<file path="config.mk">
export PLATFORM = sky130hd
export DESIGN_NAME = ms_front_flat
export DESIGN_NICKNAME = d
export VERILOG_FILES = /design/src/design/ms_pkg.sv /design/src/design/ms_in_if.sv /design/src/design/ms_front.sv /design/src/flat_wrapper.sv
export SDC_FILE = /design/constraint.sdc
export NUM_CORES = 1
export LEC_CHECK = 0
export BUFFER_PORTS_ARGS = -buffer_cell sky130_fd_sc_hd__buf_2
export CORE_MARGIN = 5
export CORE_UTILIZATION = 40
export CTS_CLUSTER_SIZE = 8
export DETAILED_ROUTE_END_ITERATION = 10
export MAX_ROUTING_LAYER = met4
export SYNTH_ARGS = -nofsm -noshare
export SYNTH_HDL_FRONTEND = slang
export SYNTH_SLANG_ARGS = --single-unit
</file>
<file path="constraint.sdc">
create_clock -name clk -period 2.7 [get_ports clk]
set_input_delay 0.135 -clock clk [delete_from_list [all_inputs] [get_ports clk]]
set_output_delay 0.135 -clock clk [all_outputs]
set_load 0.005 [all_outputs]
</file>
<file path="src/design/ms_pkg.sv">
// Shared types and constants for the merge sorter.
// No dependencies; every other file of the block but ms_ram uses this package.
`timescale 1ns / 1ps
`default_nettype none
package ms_pkg;

    localparam int DATA_W      = 32;
    localparam int QUEUE_DEPTH = 4;
    localparam int QUEUE_PTR_W = 2;

    typedef struct packed {
        logic signed [DATA_W-1:0] value;
        logic                     last_item;
    } item_t;

endpackage
`default_nettype wire

</file>
<file path="src/design/ms_in_if.sv">
// Input channel of the merge sorter: valid/ready handshake with one value per beat.
// Depends on ms_pkg for the data width.
`timescale 1ns / 1ps
`default_nettype none
interface ms_in_if;

    logic                             valid;
    logic                             ready;
    logic signed [ms_pkg::DATA_W-1:0] value;
    logic                             last_item;

    modport source (output valid, output value, output last_item, input ready);
    modport sink   (input valid, input value, input last_item, output ready);

endinterface
`default_nettype wire

</file>
<file path="src/design/ms_front.sv">
// Front end: accepts input beats and holds them in a short queue for the sort engine.
// Depends on ms_pkg and ms_in_if.
`timescale 1ns / 1ps
`default_nettype none
module ms_front (
    input  wire logic  clk,
    input  wire logic  rst_n,
    ms_in_if.sink      items,
    output logic       q_valid,
    output ms_pkg::item_t q_item,
    input  wire logic  q_ready
);

    localparam int PW = ms_pkg::QUEUE_PTR_W;

    ms_pkg::item_t slot_reg [ms_pkg::QUEUE_DEPTH];
    logic [PW-1:0] wr_ptr_reg;
    logic [PW-1:0] rd_ptr_reg;
    logic [PW:0]   fill_reg;
    logic [PW:0]   fill_next;
    logic          push;
    logic          pop;

    assign items.ready = (fill_reg != (PW+1)'(ms_pkg::QUEUE_DEPTH));
    assign q_valid     = (fill_reg != '0);
    assign q_item      = slot_reg[rd_ptr_reg];
    assign push        = items.valid && items.ready;
    assign pop         = q_valid && q_ready;

    always_comb
    begin
        fill_next = fill_reg;
        if (push && !pop)
        begin
            fill_next = fill_reg + 1'b1;
        end
        else if (pop && !push)
        begin
            fill_next = fill_reg - 1'b1;
        end
    end

    always_ff @(posedge clk or negedge rst_n)
    begin
        if (!rst_n)
        begin
            wr_ptr_reg <= '0;
            rd_ptr_reg <= '0;
            fill_reg   <= '0;
        end
        else
        begin
            fill_reg <= fill_next;
            if (push)
            begin
                wr_ptr_reg <= wr_ptr_reg + 1'b1;
            end
            if (pop)
            begin
                rd_ptr_reg <= rd_ptr_reg + 1'b1;
            end
        end
    end

    always_ff @(posedge clk)
    begin
        if (push)
        begin
            slot_reg[wr_ptr_reg].value     <= items.value;
            slot_reg[wr_ptr_reg].last_item <= items.last_item;
        end
    end

endmodule
`default_nettype wire

</file>
<file path="src/flat_wrapper.sv">
// flat-port wrapper written by rule: the top's interface ports become plain ports
module ms_front_flat 
  (clk, rst_n, q_valid, q_item, q_ready, items_valid, items_value, items_last_item, items_ready);
  ms_in_if items_i ();
  input  wire logic clk;
  input  wire logic rst_n;
  output logic q_valid;
  output ms_pkg::item_t q_item;
  input  wire logic q_ready;
  input wire logic [$bits(items_i.valid)-1:0] items_valid;
  input wire logic [$bits(items_i.value)-1:0] items_value;
  input wire logic [$bits(items_i.last_item)-1:0] items_last_item;
  output wire logic [$bits(items_i.ready)-1:0] items_ready;
  assign items_i.valid = items_valid;
  assign items_i.value = items_value;
  assign items_i.last_item = items_last_item;
  assign items_ready = items_i.ready;
  ms_front u_core (.clk(clk), .rst_n(rst_n), .items(items_i), .q_valid(q_valid), .q_item(q_item), .q_ready(q_ready));
endmodule
</file>
# ---- Yosys cells after proc, flatten, opt, wreduce, memory -nomap -nowiden
# Memories as Yosys holds them, arrays and structs flattened.
# Cells that the tools add are included.
# Widths: inputs -> output; s select.
dict set report totals {
  ff_bits 7
  latch_bits 0
  mem_bits_rw 132
  romBits 0
  inputBits 37
  out_inout_bits 35
  wordCells 21
  mem_count 1
}
# name words word_bits read_ports rd_ports_with_merged_regs write_ports line_no
set mem_list {}
lappend mem_list {u_core.slot_reg 4 33 1 0 1 ms_front.sv:16} ;# ms_pkg::item_t slot_reg [ms_pkg::QUEUE_DEPTH];
dict set report op_classes {
  add_sub_neg 4
  multipliers 0
  n_div 0
  magnitude_cmp 0
  n_eq_ne 1
  shift 0
  n_mux 4
  bitwise_logic 0
  reduce_logical 8
}
# cell n
set op_table {}
lappend op_table {{$mux 3} 2}
lappend op_table {{$add 2x1->2 const B} 2}
lappend op_table {{$logic_and 1x1->1} 4}
lappend op_table {{$add 3x1->3 const B} 1}
lappend op_table {{$ne 3x3->1 const B} 1}
lappend op_table {{$reduce_bool 3->1} 1}
lappend op_table {{$sub 3x1->3 const B} 1}
lappend op_table {{$logic_not 1->1} 2}
lappend op_table {{$mux 1} 2}
lappend op_table {{$reduce_bool 2->1} 1}

# ---- Depth between registers and ports, before layout
dict set report depth {
  word_depth 6
  mapped_depth 8
}

# ---- Worst setup path after synthesis
# OpenSTA, ideal clock, no wires.
dict set report synth_timing {
  path_kind {register -> register}
  start {register u_core.fill_reg[1]}
  end {register u_core.fill_reg[2]}
  setup_ps 79
  arrival_ps 1921
  t_required_ps 2621
  setup_slack_ps 699
  path_stages_with_launch 9
  n_path_buf 0
  cell_sequence {dfrtp_1 -> or3_1 -> nand2_1 -> ha_1 -> inv_1 -> fa_1 -> xor2_1 -> nor2_1 -> xor2_1}
}
dict set report synth_via {
  elab_chain_len 5
}
# element line_no
set synth_rtl {}
lappend synth_rtl {{start: declaration} ms_front.sv:19} ;# logic [PW:0] fill_reg;
lappend synth_rtl {{start signal: assignment} ms_front.sv:53} ;# fill_reg <= fill_next;
lappend synth_rtl {{$reduce_bool 3->1 (*)} ms_front.sv:25} ;# assign q_valid = (fill_reg != '0);
lappend synth_rtl {{named net q_valid} flat_wrapper.sv:7} ;# output logic q_valid;
lappend synth_rtl {{$logic_and 1x1->1 (*)} ms_front.sv:28} ;# assign pop = q_valid && q_ready;
lappend synth_rtl {{$logic_not 1->1} ms_front.sv:33} ;# if (push && !pop)
lappend synth_rtl {{$logic_and 1x1->1} ms_front.sv:33}
lappend synth_rtl {{$mux 3 or $reduce_bool 2->1 (tied branches)} --}
# Mark *: on every way through the listed nets, which the timed path passes. The rest lies on a longest branch. The select of a mux whose other input is x is not followed.
# A chain may end at the register's enable or synchronous reset.

# ---- Worst setup path after layout
dict set report layout_timing {
  start {register u_core.fill_reg[1]}
  end {register u_core.fill_reg[2]}
}
dict set report layout_via {
  elab_chain_len 5
}
# element
set layout_rtl {}
lappend layout_rtl {{branches (longest 5 deep; another with $sub 3x1->3)}}
# Parallel ways; which one is timed is not known. The select of a mux whose other input is x is not followed.

==> metrics.txt <==
Max Cap Viol=0; max FFs per register=132; Slew Limit Fails=0; first element of the critical path=u_core.fill_reg[1]; total iterations of the first detailed-routing run=4; crit path time final=2.108 ns; GPL Wtd Cong=0.6899; remaining global-route overflow=0; largest net degree at the start of global routing=35; reg-to-reg startpoint=u_core.fill_reg[1]; Worst-Skew Late Latency=0.41 ns; io pins=72; sw power=0.001835 W; Clk pwr share=31.2%; Core Region=12720 sq um; Inserted Clock Buffers=17; Tcrit/Tclk final=78.07%; Reg power frac=43.7%; Cell Area, Placed=5803 sq um; vias in the first global route=2719; Iter 0 DRT Violations=204; final worst-path setup slack=0.5922 ns; DRC Markers=0; Arr. time, crit path=2.44 ns; antenna-violating nets left=0; crit path launch type=flop; Synth top area share=75.88%; routed wire length=9063 um; sequential share of the synthesized area=79.23%; Least-Margin Pin Slew=0.8974 ns; Hold Violations, Final=0; H-Tree Depth=4; YS warnings=0; die width=124.3 um; WL/cell=17.46 um; Avg Cell Area, Syn=25.11 sq um; footprint of the multi-input gates=987.2 sq um; unrepaired setup endpoints after global routing=false; vias per inst=4.786; antenna violations before repair=0; layout cell share with drive strength beyond 1=40.92%; die height=124.3 um; Syn Inst Count=208; Netlist cell types=19; hold_ws=0.08741 ns; register area=4141 sq um; Root Driver=clkbuf_16; # fillers=1049; Place WS=0.6024 ns; met1 Use GR=17.02%; HPWL Detailed=5550 um; R2R setup slack=0.59 ns; Num Clock Sinks=139; cell count of the worst reg-to-reg path=8; sw frac=25.86%; Comb pwr share=25.1%; CP Capture Type=flop; Setup violations, final=0; Longest Clk Path Bufs=2; CTS resizes=0; Post-Syn Nets=251; hold buffer count at CTS=35; via count=2484; fmax=474.4 MHz; synth top area cells=edfxtp_1, mux4_2, dfrtp_1; leak pwr=2.391 nW; gr busiest metal=met2; Max rail drop VDD=0.0004289 V; Port-buffer cells=71; post-synthesis register bit count=139; ant diodes=0; Clock Skews=0.004576 ns; first-pass GRT wire length=14950 um; met2 Use GR=19.37%; Power Density=1056 nW/um^2; final net count=377; Tot GR Track Use=13.33%; Fin Setup TNS=0 ns; Die Area=15440 sq um; Synth area leader=edfxtp_1; Clock transition at path regs=0.05 ns; status=finished, final reports clean; Mapped Area=5224 sq um; Layout area overhead=28.65%; Crit Path Max Fanout=4; Final Instance Area=6720 sq um; Data required, critical path=3.03 ns; Pint=0.005263 W; class of the worst hold path=input port to async pin; row cnt=41; FF-to-FF End=u_core.fill_reg[2]; Slew HR=40.17%; Post-CTS Setup Bufs=0; Crit Path Category=flop to flop; met3 usage=4.717%; CTS tree=yes; Initial Util=41.06%; Tot Pwr=0.007099 W
-- power groups by stage --
stage               registers (W)  logic (W)  clock network [W]
floorplan                 0.00300    0.00129                  0
global placement          0.00314    0.00179                  0
detailed placement        0.00316    0.00180                  0
CTS                       0.00312    0.00185            0.00227
global route              0.00316    0.00197            0.00237
finish                    0.00310    0.00178            0.00222
-- synthesized netlist by cell type, drive strengths merged --
master and n:
or3 1, edfxtp 132, buf 8, ha 5
nor2 2, a21boi 1, xnor2 4, inv 3
mux2 2, xor2 2, nand3 1, dfrtp 7
mux4 33, nand2 2, fa 1, and2 4
-- metrics by stage --
| stage | std cells | utilization, % |
|---|---|---|
| 3_3_place_gp | 452 | 45.61 |
| 2_1_floorplan | 208 | - |
| 3_5_place_dp | 452 | 45.61 |
| 4_1_cts | 519 | 52.82 |
| 6_report | 519 | 52.82 |
| 5_1_grt | 519 | 52.82 |
-- cell families after synthesis --
kind of cell	synth area share (%)
buffers and inverters	1.964
multiplexers	15.02
XOR/XNOR	1.006
AND/OR/NAND/NOR	0.9821
adder cells (fa/ha/maj)	1.581
AO/OA/AOI/OAI	0.2156
flip-flops	79.23
-- routing by layer --
| layer | part of all wire (%) | up-vias |
|---|---|---|
| met1 | 45 | 1278 |
| met3 | 4.8 | 17 |
| li1 | - | 1127 |
| met4 | 1.7 | 0 |
| met2 | 48 | 62 |
| met5 | 0 | - |
-- cell usage in the layout, fill, tap and decap left out, types with 3 or more instances in the layout --
| cell type | n |
|---|---|
| buf_4 | 7 |
| mux4_1 | 5 |
| buf_2 | 71 |
| clkbuf_1 | 4 |
| mux4_2 | 28 |
| and2_2 | 4 |
| xnor2_1 | 4 |
| clkinv_1 | 3 |
| dfrtp_1 | 5 |
| edfxtp_1 | 132 |
| dlygate4sd3_1 | 35 |
| inv_1 | 3 |
| bufinv_16 | 3 |
| clkinv_2 | 5 |
| clkbuf_16 | 17 |
| ha_1 | 5 |
-- cell type report --
type	instances	share of cell area [%]
clock buffer	21	6.554
clock inverter	11	1.880
inverter	3	0.1676
multi-input combinational	58	14.69
sequential	139	61.63
tap	172	3.202
timing repair buffer	115	11.88
-- how the worst max path moves through the flow --
stage	endpoint	slack [ns]	cells past startpoint
floorplan	u_core.fill_reg[2]	0.70	8
global placement	u_core.fill_reg[2]	0.67	8
detailed placement	u_core.fill_reg[2]	0.60	8
CTS	q_item[8]	0.51	2
global route	u_core.fill_reg[2]	0.44	8
finish	u_core.fill_reg[2]	0.59	8
-- worst max-delay path, cell delays in order (launching register included) --
cell	delay, ns
dfrtp_1	0.41
or3_1	0.43
nand2_1	0.12
ha_1	0.19
inv_1	0.06
fa_1	0.38
xor2_1	0.17
nor2_1	0.11
xor2_1	0.16
Power figures use the tool's default switching activity.
